===== config.mk =====
export PLATFORM = sky130hd
export DESIGN_NAME = piecewise_linear_interpolator_core
export DESIGN_NICKNAME = d
export VERILOG_FILES = /design/src/hdl/plc_pkg.sv /design/src/hdl/plc_regs.sv /design/src/hdl/plc_front.sv /design/src/hdl/plc_div.sv /design/src/hdl/piecewise_linear_interpolator_core.sv
export SDC_FILE = /design/constraint.sdc
export NUM_CORES = 2
export LEC_CHECK = 0
export BUFFER_PORTS_ARGS = -buffer_cell sky130_fd_sc_hd__buf_2
export CAP_MARGIN = 20
export CORE_UTILIZATION = 65
export DETAILED_ROUTE_END_ITERATION = 12
export GPL_ROUTABILITY_DRIVEN = 0
export GPL_TIMING_DRIVEN = 0
export PLACE_DENSITY = 0.82
export SETUP_SLACK_MARGIN = 0.3
export SLEW_MARGIN = 5
export SYNTH_ARGS = -nofsm -noshare
export SYNTH_HDL_FRONTEND = slang
export SYNTH_SLANG_ARGS = --single-unit

===== constraint.sdc =====
create_clock -name i_clk -period 9.6 [get_ports i_clk]
set_input_delay 0.48 -clock i_clk [delete_from_list [all_inputs] [get_ports i_clk]]
set_output_delay 0.48 -clock i_clk [all_outputs]
set_load 0.01 [all_outputs]

===== src/hdl/plc_pkg.sv =====
// shared constants, register codes and the tag word for the curve evaluator
// no dependencies; every other file imports this package
`timescale 1ns / 1ps

package plc_pkg;

    localparam int MAX_POINTS_DEF  = 7;
    localparam int COORD_BITS_DEF  = 16;
    localparam int MIN_POINTS      = 2;

    localparam int SAMPLE_W   = 17;
    localparam int VALUE_W    = 32;
    localparam int SEG_W      = 3;
    localparam int PCOUNT_W   = 3;
    localparam int CFG_IDX_W  = 4;
    localparam int CFG_DATA_W = 32;
    localparam int PX_LSB     = 16;

    // register indexes on the configuration port
    localparam logic [CFG_IDX_W-1:0] REG_POINT_COUNT = 4'd0;
    localparam logic [CFG_IDX_W-1:0] REG_POINT_BASE  = 4'd1;

    localparam logic [PCOUNT_W-1:0] PCOUNT_RESET = 3'd2;

    localparam logic signed [VALUE_W-1:0] VALUE_MAX = 32'sh7fff_ffff;
    localparam logic signed [VALUE_W-1:0] VALUE_MIN = 32'sh8000_0000;

    // control word carried alongside the arithmetic
    typedef struct packed {
        logic [SEG_W-1:0] seg;
        logic             bypass;  // result is the start y as it stands
        logic             zerr;
        logic             qneg;    // quotient sign
    } t_tag;

endpackage


===== src/hdl/plc_regs.sv =====
// configuration registers: point count and control points, with count clamping
// depends on plc_pkg
`timescale 1ns / 1ps

module plc_regs #(
    parameter int MAX_POINTS = plc_pkg::MAX_POINTS_DEF,
    parameter int COORD_BITS = plc_pkg::COORD_BITS_DEF
) (
    input  logic                            i_clk,
    input  logic                            i_rst_n,
    input  logic                            i_cfg_valid,
    output logic                            o_cfg_ready,
    input  logic [plc_pkg::CFG_IDX_W-1:0]   i_cfg_index,
    input  logic [plc_pkg::CFG_DATA_W-1:0]  i_cfg_data,
    output logic [COORD_BITS-1:0]           o_px [MAX_POINTS],
    output logic signed [COORD_BITS-1:0]    o_py [MAX_POINTS],
    output logic [plc_pkg::PCOUNT_W-1:0]    o_n_use
);
    import plc_pkg::*;

    logic [PCOUNT_W-1:0]          r_count;
    logic [COORD_BITS-1:0]        r_px [MAX_POINTS];
    logic signed [COORD_BITS-1:0] r_py [MAX_POINTS];
    logic                         w_wr;

    assign o_cfg_ready = 1'b1;
    assign w_wr        = i_cfg_valid && o_cfg_ready;

    // point 1 resets to (1, 1), all others to the origin
    always_ff @(posedge i_clk) begin
        if (!i_rst_n) begin
            r_count <= PCOUNT_RESET;
            for (int k = 0; k < MAX_POINTS; k++) begin
                r_px[k] <= COORD_BITS'(k == 1);
                r_py[k] <= COORD_BITS'(k == 1);
            end
        end else if (w_wr) begin
            if (i_cfg_index == REG_POINT_COUNT) begin
                r_count <= i_cfg_data[PCOUNT_W-1:0];
            end
            for (int k = 0; k < MAX_POINTS; k++) begin
                if (i_cfg_index == CFG_IDX_W'(int'(REG_POINT_BASE) + k)) begin
                    r_px[k] <= i_cfg_data[PX_LSB +: COORD_BITS];
                    r_py[k] <= i_cfg_data[COORD_BITS-1:0];
                end
            end
        end
    end

    always_comb begin
        if (r_count < PCOUNT_W'(MIN_POINTS)) begin
            o_n_use = PCOUNT_W'(MIN_POINTS);
        end else if (r_count > PCOUNT_W'(MAX_POINTS)) begin
            o_n_use = PCOUNT_W'(MAX_POINTS);
        end else begin
            o_n_use = r_count;
        end
    end

    assign o_px = r_px;
    assign o_py = r_py;

endmodule


===== src/hdl/plc_front.sv =====
// front stages: segment search, operand fetch, multiply, sign split for the divider
// depends on plc_pkg; fed by plc_regs, feeds plc_div
`timescale 1ns / 1ps

module plc_front #(
    parameter int MAX_POINTS = plc_pkg::MAX_POINTS_DEF,
    parameter int COORD_BITS = plc_pkg::COORD_BITS_DEF,
    localparam int DVD_W     = plc_pkg::SAMPLE_W - 1 + COORD_BITS,
    localparam int STAGES    = (DVD_W + 1) / 2,
    localparam int DVD_PW    = 2 * STAGES
) (
    input  logic                                i_clk,
    input  logic                                i_rst_n,
    input  logic                                i_valid,
    input  logic signed [plc_pkg::SAMPLE_W-1:0] i_sample_in,
    input  logic [COORD_BITS-1:0]               i_px [MAX_POINTS],
    input  logic signed [COORD_BITS-1:0]        i_py [MAX_POINTS],
    input  logic [plc_pkg::PCOUNT_W-1:0]        i_n_use,
    output logic                                o_valid,
    output plc_pkg::t_tag                       o_tag,
    output logic signed [COORD_BITS-1:0]        o_y0,
    output logic [DVD_PW-1:0]                   o_dvd,
    output logic [COORD_BITS-1:0]               o_dvs
);
    import plc_pkg::*;

    localparam int CB     = COORD_BITS;
    localparam int PI_W   = $clog2(MAX_POINTS);
    localparam int PROD_W = CB + 1 + SAMPLE_W;

    // stage 1: segment search
    logic                        r1_valid;
    logic signed [SAMPLE_W-1:0]  r1_sample;
    logic [SEG_W-1:0]            r1_seg;
    logic                        r1_neg;
    logic [SEG_W-1:0]            n1_seg;

    always_comb begin
        logic stop;
        stop   = 1'b0;
        n1_seg = '0;
        // last segment whose start is at or below the sample, stopping at the first miss
        for (int k = 1; k < MAX_POINTS - 1; k++) begin
            if (!stop && (k + 1 < int'(i_n_use))
                    && ($unsigned(i_sample_in) >= SAMPLE_W'(i_px[k]))) begin
                n1_seg = SEG_W'(k);
            end else begin
                stop = 1'b1;
            end
        end
        if (i_sample_in[SAMPLE_W-1]) begin
            n1_seg = '0;
        end
    end

    always_ff @(posedge i_clk) begin
        if (!i_rst_n) begin
            r1_valid <= 1'b0;
        end else begin
            r1_valid <= i_valid;
        end
    end

    always_ff @(posedge i_clk) begin
        r1_sample <= i_sample_in;
        r1_seg    <= n1_seg;
        r1_neg    <= i_sample_in[SAMPLE_W-1];
    end

    // stage 2: fetch segment ends, form differences
    logic [PI_W-1:0]             w_sel;
    logic [PI_W-1:0]             w_sel_nx;
    logic [CB-1:0]               w_x0;
    logic [CB-1:0]               w_x1;
    logic signed [CB-1:0]        w_y0;
    logic signed [CB-1:0]        w_y1;
    logic signed [CB:0]          n2_dx;
    logic signed [CB:0]          n2_dy;
    logic signed [SAMPLE_W-1:0]  n2_ds;
    t_tag                        n2_tag;

    logic                        r2_valid;
    t_tag                        r2_tag;
    logic signed [CB-1:0]        r2_y0;
    logic signed [CB:0]          r2_dx;
    logic signed [CB:0]          r2_dy;
    logic signed [SAMPLE_W-1:0]  r2_ds;

    assign w_sel    = r1_seg[PI_W-1:0];
    assign w_sel_nx = w_sel + PI_W'(1);
    assign w_x0     = i_px[w_sel];
    assign w_x1     = i_px[w_sel_nx];
    assign w_y0     = i_py[w_sel];
    assign w_y1     = i_py[w_sel_nx];

    always_comb begin
        n2_dx = $signed({1'b0, w_x1}) - $signed({1'b0, w_x0});
        n2_dy = $signed({w_y1[CB-1], w_y1}) - $signed({w_y0[CB-1], w_y0});
        n2_ds = r1_sample - $signed(SAMPLE_W'(w_x0));
        n2_tag.seg    = r1_seg;
        n2_tag.zerr   = !r1_neg && (n2_dx == '0);
        n2_tag.bypass = r1_neg || (n2_dx == '0);
        n2_tag.qneg   = 1'b0;
    end

    always_ff @(posedge i_clk) begin
        if (!i_rst_n) begin
            r2_valid <= 1'b0;
        end else begin
            r2_valid <= r1_valid;
        end
    end

    always_ff @(posedge i_clk) begin
        r2_tag <= n2_tag;
        r2_y0  <= w_y0;
        r2_dx  <= n2_dx;
        r2_dy  <= n2_dy;
        r2_ds  <= n2_ds;
    end

    // stage 3: product of rise and offset
    logic                        r3_valid;
    t_tag                        r3_tag;
    logic signed [CB-1:0]        r3_y0;
    logic signed [CB:0]          r3_dx;
    logic signed [PROD_W-1:0]    r3_prod;

    always_ff @(posedge i_clk) begin
        if (!i_rst_n) begin
            r3_valid <= 1'b0;
        end else begin
            r3_valid <= r2_valid;
        end
    end

    always_ff @(posedge i_clk) begin
        r3_tag  <= r2_tag;
        r3_y0   <= r2_y0;
        r3_dx   <= r2_dx;
        r3_prod <= r2_dy * r2_ds;
    end

    // stage 4: magnitudes and quotient sign, so the divider works unsigned
    logic signed [PROD_W-1:0]    n4_pabs;
    logic signed [CB:0]          n4_dabs;
    t_tag                        n4_tag;

    logic                        r4_valid;
    t_tag                        r4_tag;
    logic signed [CB-1:0]        r4_y0;
    logic [DVD_PW-1:0]           r4_dvd;
    logic [CB-1:0]               r4_dvs;

    always_comb begin
        n4_pabs     = r3_prod[PROD_W-1] ? -r3_prod : r3_prod;
        n4_dabs     = r3_dx[CB] ? -r3_dx : r3_dx;
        n4_tag      = r3_tag;
        n4_tag.qneg = r3_prod[PROD_W-1] ^ r3_dx[CB];
    end

    always_ff @(posedge i_clk) begin
        if (!i_rst_n) begin
            r4_valid <= 1'b0;
        end else begin
            r4_valid <= r3_valid;
        end
    end

    always_ff @(posedge i_clk) begin
        r4_tag <= n4_tag;
        r4_y0  <= r3_y0;
        r4_dvd <= n4_pabs[DVD_PW-1:0];
        r4_dvs <= n4_dabs[CB-1:0];
    end

    assign o_valid = r4_valid;
    assign o_tag   = r4_tag;
    assign o_y0    = r4_y0;
    assign o_dvd   = r4_dvd;
    assign o_dvs   = r4_dvs;

endmodule


===== src/hdl/plc_div.sv =====
// pipelined restoring divider, two quotient bits per stage, side data carried along
// depends on plc_pkg; fed by plc_front
`timescale 1ns / 1ps

module plc_div #(
    parameter int COORD_BITS = plc_pkg::COORD_BITS_DEF,
    localparam int DVD_W     = plc_pkg::SAMPLE_W - 1 + COORD_BITS,
    localparam int STAGES    = (DVD_W + 1) / 2,
    localparam int DVD_PW    = 2 * STAGES
) (
    input  logic                          i_clk,
    input  logic                          i_rst_n,
    input  logic                          i_valid,
    input  plc_pkg::t_tag                 i_tag,
    input  logic signed [COORD_BITS-1:0]  i_y0,
    input  logic [DVD_PW-1:0]             i_dvd,
    input  logic [COORD_BITS-1:0]         i_dvs,
    output logic                          o_valid,
    output plc_pkg::t_tag                 o_tag,
    output logic signed [COORD_BITS-1:0]  o_y0,
    output logic [DVD_PW-1:0]             o_quo
);
    import plc_pkg::*;

    localparam int CB = COORD_BITS;

    // two shift-subtract steps; quotient bits enter as dividend bits leave
    function automatic logic [CB+DVD_PW-1:0] div_step2(
        input logic [CB-1:0]     rem,
        input logic [DVD_PW-1:0] quo,
        input logic [CB-1:0]     dvs
    );
        logic [CB:0]       sh;
        logic [CB-1:0]     rm;
        logic [DVD_PW-1:0] q;
        rm = rem;
        q  = quo;
        for (int i = 0; i < 2; i++) begin
            sh = {rm, q[DVD_PW-1]};
            q  = {q[DVD_PW-2:0], 1'b0};
            if (sh >= {1'b0, dvs}) begin
                sh   = sh - {1'b0, dvs};
                q[0] = 1'b1;
            end
            rm = sh[CB-1:0];
        end
        return {rm, q};
    endfunction

    logic                 a_valid [STAGES];
    t_tag                 a_tag   [STAGES];
    logic signed [CB-1:0] a_y0    [STAGES];
    logic [CB-1:0]        a_rem   [STAGES];
    logic [DVD_PW-1:0]    a_quo   [STAGES];
    logic [CB-1:0]        a_dvs   [STAGES];

    logic                 r_valid [STAGES];
    t_tag                 r_tag   [STAGES];
    logic signed [CB-1:0] r_y0    [STAGES];
    logic [CB-1:0]        r_rem   [STAGES];
    logic [DVD_PW-1:0]    r_quo   [STAGES];
    logic [CB-1:0]        r_dvs   [STAGES];

    logic [CB+DVD_PW-1:0] n_step  [STAGES];

    for (genvar g = 0; g < STAGES; g++) begin : g_stage
        if (g == 0) begin : g_first
            assign a_valid[g] = i_valid;
            assign a_tag[g]   = i_tag;
            assign a_y0[g]    = i_y0;
            assign a_rem[g]   = '0;
            assign a_quo[g]   = i_dvd;
            assign a_dvs[g]   = i_dvs;
        end else begin : g_next
            assign a_valid[g] = r_valid[g-1];
            assign a_tag[g]   = r_tag[g-1];
            assign a_y0[g]    = r_y0[g-1];
            assign a_rem[g]   = r_rem[g-1];
            assign a_quo[g]   = r_quo[g-1];
            assign a_dvs[g]   = r_dvs[g-1];
        end

        assign n_step[g] = div_step2(a_rem[g], a_quo[g], a_dvs[g]);

        always_ff @(posedge i_clk) begin
            if (!i_rst_n) begin
                r_valid[g] <= 1'b0;
            end else begin
                r_valid[g] <= a_valid[g];
            end
        end

        always_ff @(posedge i_clk) begin
            r_tag[g] <= a_tag[g];
            r_y0[g]  <= a_y0[g];
            r_dvs[g] <= a_dvs[g];
            r_rem[g] <= n_step[g][CB+DVD_PW-1:DVD_PW];
            r_quo[g] <= n_step[g][DVD_PW-1:0];
        end
    end

    assign o_valid = r_valid[STAGES-1];
    assign o_tag   = r_tag[STAGES-1];
    assign o_y0    = r_y0[STAGES-1];
    assign o_quo   = r_quo[STAGES-1];

endmodule


===== src/hdl/piecewise_linear_interpolator_core.sv =====
// piecewise-linear curve evaluator, top level: registers, front stages, divider, output stages
// depends on plc_pkg, plc_regs, plc_front, plc_div
//
//   channel   handshake                   word
//   sample    start / busy                i_sample_in
//   result    o_done strobe               o_curve_value, o_segment_index,
//                                         o_zero_width_error, o_overflow_flag
//   config    i_cfg_valid / o_cfg_ready   i_cfg_index, i_cfg_data
//
// one sample per cycle while busy is low; the result strobe follows the start word through the
// front stages, the divider stages and the output stages
// i_rst_n is synchronous: it empties the pipeline and loads the register reset values
// busy is high only during reset and the cycle after it; config ready is always high
// the result port has no back-pressure: each strobe lasts one cycle
`timescale 1ns / 1ps

module piecewise_linear_interpolator_core #(
    parameter int MAX_POINTS = plc_pkg::MAX_POINTS_DEF,
    parameter int COORD_BITS = plc_pkg::COORD_BITS_DEF
) (
    input  logic                                i_clk,
    input  logic                                i_rst_n,
    input  logic                                start,
    output logic                                busy,
    input  logic signed [plc_pkg::SAMPLE_W-1:0] i_sample_in,
    output logic                                o_done,
    output logic signed [plc_pkg::VALUE_W-1:0]  o_curve_value,
    output logic [plc_pkg::SEG_W-1:0]           o_segment_index,
    output logic                                o_zero_width_error,
    output logic                                o_overflow_flag,
    input  logic                                i_cfg_valid,
    output logic                                o_cfg_ready,
    input  logic [plc_pkg::CFG_IDX_W-1:0]       i_cfg_index,
    input  logic [plc_pkg::CFG_DATA_W-1:0]      i_cfg_data
);
    import plc_pkg::*;

    localparam int CB      = COORD_BITS;
    localparam int DVD_W   = SAMPLE_W - 1 + COORD_BITS;
    localparam int STAGES  = (DVD_W + 1) / 2;
    localparam int DVD_PW  = 2 * STAGES;
    localparam int SUM_W   = (DVD_PW + 2 > VALUE_W + 1) ? DVD_PW + 2 : VALUE_W + 1;
    localparam int LAT     = STAGES + 7;

    logic [CB-1:0]          w_px [MAX_POINTS];
    logic signed [CB-1:0]   w_py [MAX_POINTS];
    logic [PCOUNT_W-1:0]    w_n_use;
    logic                   w_accept;

    logic                   f_valid;
    t_tag                   f_tag;
    logic signed [CB-1:0]   f_y0;
    logic [DVD_PW-1:0]      f_dvd;
    logic [CB-1:0]          f_dvs;

    logic                   d_valid;
    t_tag                   d_tag;
    logic signed [CB-1:0]   d_y0;
    logic [DVD_PW-1:0]      d_quo;

    logic                   r_busy;

    always_ff @(posedge i_clk) begin
        if (!i_rst_n) begin
            r_busy <= 1'b1;
        end else begin
            r_busy <= 1'b0;
        end
    end

    assign busy     = r_busy;
    assign w_accept = start && !busy;

    plc_regs #(
        .MAX_POINTS (MAX_POINTS),
        .COORD_BITS (COORD_BITS)
    ) u_regs (
        .i_clk       (i_clk),
        .i_rst_n     (i_rst_n),
        .i_cfg_valid (i_cfg_valid),
        .o_cfg_ready (o_cfg_ready),
        .i_cfg_index (i_cfg_index),
        .i_cfg_data  (i_cfg_data),
        .o_px        (w_px),
        .o_py        (w_py),
        .o_n_use     (w_n_use)
    );

    plc_front #(
        .MAX_POINTS (MAX_POINTS),
        .COORD_BITS (COORD_BITS)
    ) u_front (
        .i_clk       (i_clk),
        .i_rst_n     (i_rst_n),
        .i_valid     (w_accept),
        .i_sample_in (i_sample_in),
        .i_px        (w_px),
        .i_py        (w_py),
        .i_n_use     (w_n_use),
        .o_valid     (f_valid),
        .o_tag       (f_tag),
        .o_y0        (f_y0),
        .o_dvd       (f_dvd),
        .o_dvs       (f_dvs)
    );

    plc_div #(
        .COORD_BITS (COORD_BITS)
    ) u_div (
        .i_clk   (i_clk),
        .i_rst_n (i_rst_n),
        .i_valid (f_valid),
        .i_tag   (f_tag),
        .i_y0    (f_y0),
        .i_dvd   (f_dvd),
        .i_dvs   (f_dvs),
        .o_valid (d_valid),
        .o_tag   (d_tag),
        .o_y0    (d_y0),
        .o_quo   (d_quo)
    );

    // stage: signed quotient, zero when the start y is taken as it stands
    logic                      r5_valid;
    t_tag                      r5_tag;
    logic signed [CB-1:0]      r5_y0;
    logic signed [SUM_W-1:0]   r5_q;
    logic signed [SUM_W-1:0]   n5_qs;

    always_comb begin
        n5_qs = $signed(SUM_W'(d_quo));
        if (d_tag.bypass) begin
            n5_qs = '0;
        end else if (d_tag.qneg) begin
            n5_qs = -n5_qs;
        end
    end

    // stage: add the start y
    logic                      r6_valid;
    t_tag                      r6_tag;
    logic signed [SUM_W-1:0]   r6_sum;

    // stage: saturate into the result registers
    logic                      r_done;
    logic signed [VALUE_W-1:0] r_value;
    logic [SEG_W-1:0]          r_seg;
    logic                      r_zerr;
    logic                      r_ovf;
    logic                      n_ovf;
    logic signed [VALUE_W-1:0] n_value;

    always_comb begin
        // saturated when bit 31 and the bits above it do not all match the sign
        n_ovf = (r6_sum[SUM_W-1:VALUE_W-1] != '0) && (r6_sum[SUM_W-1:VALUE_W-1] != '1);
        if (!n_ovf) begin
            n_value = r6_sum[VALUE_W-1:0];
        end else if (r6_sum[SUM_W-1]) begin
            n_value = VALUE_MIN;
        end else begin
            n_value = VALUE_MAX;
        end
    end

    always_ff @(posedge i_clk) begin
        if (!i_rst_n) begin
            r5_valid <= 1'b0;
            r6_valid <= 1'b0;
            r_done   <= 1'b0;
        end else begin
            r5_valid <= d_valid;
            r6_valid <= r5_valid;
            r_done   <= r6_valid;
        end
    end

    always_ff @(posedge i_clk) begin
        r5_tag  <= d_tag;
        r5_y0   <= d_y0;
        r5_q    <= n5_qs;
        r6_tag  <= r5_tag;
        r6_sum  <= SUM_W'(r5_y0) + r5_q;
        r_value <= n_value;
        r_seg   <= r6_tag.seg;
        r_zerr  <= r6_tag.zerr;
        r_ovf   <= n_ovf;
    end

    assign o_done             = r_done;
    assign o_curve_value      = r_value;
    assign o_segment_index    = r_seg;
    assign o_zero_width_error = r_zerr;
    assign o_overflow_flag    = r_ovf;

    a_latency : assert property (@(posedge i_clk) disable iff (!i_rst_n)
        (start && !busy) |-> ##LAT o_done)
        else $error("accepted sample produced no result at the expected cycle");

    a_no_stray : assert property (@(posedge i_clk) disable iff (!i_rst_n)
        o_done |-> $past(start && !busy, LAT))
        else $error("result strobe without a matching sample");

    a_sat_value : assert property (@(posedge i_clk) disable iff (!i_rst_n)
        (o_done && o_overflow_flag) |->
            (o_curve_value == VALUE_MAX || o_curve_value == VALUE_MIN))
        else $error("overflow flagged but value not at a limit");

    a_zerr_no_ovf : assert property (@(posedge i_clk) disable iff (!i_rst_n)
        (o_done && o_zero_width_error) |-> !o_overflow_flag)
        else $error("zero-width segment result saturated");

    a_seg_range : assert property (@(posedge i_clk) disable iff (!i_rst_n)
        o_done |-> ({1'b0, o_segment_index} + 4'd2 <= {1'b0, w_n_use}))
        else $error("segment index beyond the points in use");

endmodule


==> run_results.csv <==
group,metric,value,unit
timing,max-slew-margin-rel,0.2819,
routing,vias,69180,
layout,area_growth,10.83,%
layout,final_layout_size_suffix_gt1_frac,0.09152,
synthesis,ys_ff_latch,1957,
routing,vias_per_cell,5.943,
routing,drc_errors,0,
worst_setup_path,regToRegSetupSlack,1460,ps
synthesis,synth_cell_types,104,
timing,finalSetupTns,0,ps
worst_setup_path,reg2reg_from,"u_front.r2_ds[10]",
timing,fin_skew,47.29,ps
timing,setup_viol,0,
outcome,outcome,"finished with violations",
grt,grt_first_pass_wirelength,362.6,mm
job,max-cap-violations,0,
grt,grt_start_max_net_pins,20,
outcome,violations,"antenna rules",
worst_setup_path,cp.arrival,8780,ps
floorplanning,io-pin-count,97,
grt,grt_pass1_vias,71010,
worst_setup_path,cp-startpoint,"u_front.r2_ds[10]",
routing,wirelength,228.8,mm
clock_tree,clkSlewWorstSetupHoldPaths,60,ps
synthesis,syn_area,92320,sq um
timing,maxSlewViolCount,0,
synthesis,yosysSeqAreaShare,0.4243,
floorplanning,dieArea,143600,sq um
clock_tree,cts_tree,"done",
placement,portBuffers,91,
synthesis,synth_edf_count,0,
clock_tree,cts_root_buffer,"clkbuf_16",
worst_setup_path,worstPathRequired,10240,ps
worst_setup_path,worstSetupPathType,"flop to flop",
timing,worst_pin_slew,1069,ps
synthesis,synth_fp_nets,10410,
grt,overflow,0,
layout,fill_cells,9322,
clock_tree,htreeDepth,4,
timing,fmax,122.9,MHz
synthesis,synth.largest_area_cell,"dfxtp_1",
clock_tree,cts_buffers,184,
routing,drtAntennaViolNets,1,
synthesis,avgSynthCellArea,9.953,sq um
timing,period_minus_slack,8136,ps
timing,final-hold-violation-count,0,
timing,rsz0062_at_grt,"no",
floorplanning,die_y,378.9,um
routing,dr.pass1.iters,6,
floorplanning,rows,137,
floorplanning,core_area,140200,sq um
floorplanning,initial_core_util,0.6584,
worst_hold_path,hold_start,"i_rst_n",
synthesis,synthCells,9276,
clock_tree,cts-resized-gates,0,
routing,drt_iter0_markers,5926,
grt,antenna_found_initial,10,
floorplanning,die_w,378.9,um
synthesis,synth_warnings,0,
clock_tree,cts.sinks,1957,
placement,dp_hpwl,167.8,mm
grt,track_usage,0.3164,
synthesis,synthFlopType,"dfxtp_1",
timing,period_share,0.8475,
routing,post_drt_wl_per_cell,19.66,um
layout,nNetsFinal,10740,
synthesis,async_flop_share,0,
clock_tree,worst_skew_pair.late_latency,830,ps
worst_setup_path,start_kind,"flop",
clock_tree,clock_path_buffers,3,
worst_setup_path,cp_max_fo,10,
synthesis,synthTopCellsByArea,"dfxtp_1 (42%), ha_1 (10%), fa_1 (7.2%)",
worst_setup_path,end_kind,"flop",
worst_hold_path,min_path_type,"input port to flop",
synthesis,yosysTopAreaCellShare,0.4243,
## stage by stage
stage	hold slack [ps]	utilization	instances	instance area (sq um)	setup WS, ps
global placement	309.5	0.6784	11240	95130	1734
CTS	2.100	0.7295	11630	102300	1647
finish	42.88	0.7297	11640	102300	1464
detailed placement	312.1	0.6784	11240	95130	1636
global route	45.74	0.7296	11630	102300	1339
floorplan	309.6	-	9276	92320	3363
## cells by family (layout without fill, tap and decap cells)
| logic type | count (synthesis) | after routing | share of synthesized area |
|---|---|---|---|
| simple gates | 2309 | 2309 | 0.1169 |
| flops | 1957 | 1957 | 0.4243 |
| compound gates | 1783 | 1783 | 0.1227 |
| buf+inv | 1136 | 1617 | 0.04703 |
| fa+ha+maj | 1078 | 1078 | 0.1729 |
| xor+xnor | 517 | 517 | 0.04905 |
| mux | 495 | 495 | 0.06695 |
| other cells | 1 | 8 | 0.00004062 |
## state kept, by name (all words and copies together) (netlist names), 33 cells and up
name and flops:
u_div.r_tag 96, u_front.r3_prod 33, u_regs.o_py 112, u_div.r_dvs 240, r6_sum 34, u_div.r_rem 240
u_div.r_y0 256, r5_q 34, u_regs.o_px 112, u_div.r_quo 512
## critical path, stage by stage (launching register included)
cell,delay [ps]
dfxtp_1,410
clkbuf_1,480
clkbuf_1,550
nand2_1,170
fa_1,570
inv_1,60
fa_1,530
fa_1,460
fa_1,520
fa_1,560
inv_1,60
fa_1,570
inv_1,50
ha_1,380
and4_1,270
and2_1,160
a22oi_1,150
o31ai_1,190
o41ai_1,610
nor3_1,140
a211oi_1,420
a21oi_1,140
xnor2_1,520
## area by class of cell
class	instances	area (sq um)	area share
clock buffers	235	5076	0.04961
multi-input cells	6183	48810	0.4770
diodes	7	17.52	0.0001712
repair buffers	141	957.2	0.009354
inverters	903	3390	0.03313
clock inverters	105	1599	0.01563
flip-flops and latches	1957	39180	0.3829
well taps	1876	2347	0.02294
plain buffers	233	952.2	0.009306
## synth_stat cells, types with 42 or more instances
master / number
and2_1: 198
inv_1: 902
a211oi_1: 45
nand2_1: 956
ha_1: 748
nor3_1: 123
a21o_1: 205
o21a_1: 81
fa_1: 330
and3_1: 48
mux2i_1: 112
xnor2_1: 366
mux2_2: 298
nor2_1: 440
a21oi_1: 664
mux4_2: 64
a31oi_1: 42
clkbuf_1: 185
nand4_1: 78
nand2b_1: 72
dfxtp_1: 1957
xor2_1: 151
or3_1: 48
nor2b_1: 115
nand3_1: 98
o21ai_0: 328
## what timing repair did
item,4_1_cts,5_1_grt
endpoints found under the hold margin,216,0
setup buffers,0,0
hold buffers,49,0
## path summary, 6_finish.rpt
check                        endpoint  cells past startpoint
setup / recovery  u_front.r3_prod[33]                     22
hold / removal       u_front.r2_valid                      2
setup reg to reg  u_front.r3_prod[33]                     22
hold reg to reg   u_div.r_quo[1][109]                      0
## placed cells by master (no fill, tap or decap), types with 72 or more instances in the layout
cell,netlist,routed
and2_1,198,198
dfxtp_1,1957,1957
o21ai_0,328,328
xor2_1,151,151
mux2i_1,112,112
xnor2_1,366,366
nor2_1,440,440
clkbuf_1,185,208
fa_1,330,330
ha_1,748,748
nor2b_1,115,115
nor3_1,123,123
inv_1,902,902
nand4_1,78,78
mux2_2,298,298
nand2b_1,72,72
o21a_1,81,81
nand3_1,98,98
clkbuf_16,0,184
a21oi_1,664,664
nand2_1,956,956
buf_2,10,101
a21o_1,205,205
## metal layers
metal	GRT usage	share of wire	vias to the layer above
met5	0	0.000057	-
met1	0.3656	0.38	32710
li1	-	-	32220
met4	0.2023	0.068	2
met3	0.05378	0.073	977
met2	0.5420	0.48	3275
Power is left out: the tool's default activity adds up to more than one toggle a clock period on the data nets, which glitch-free logic cannot reach.
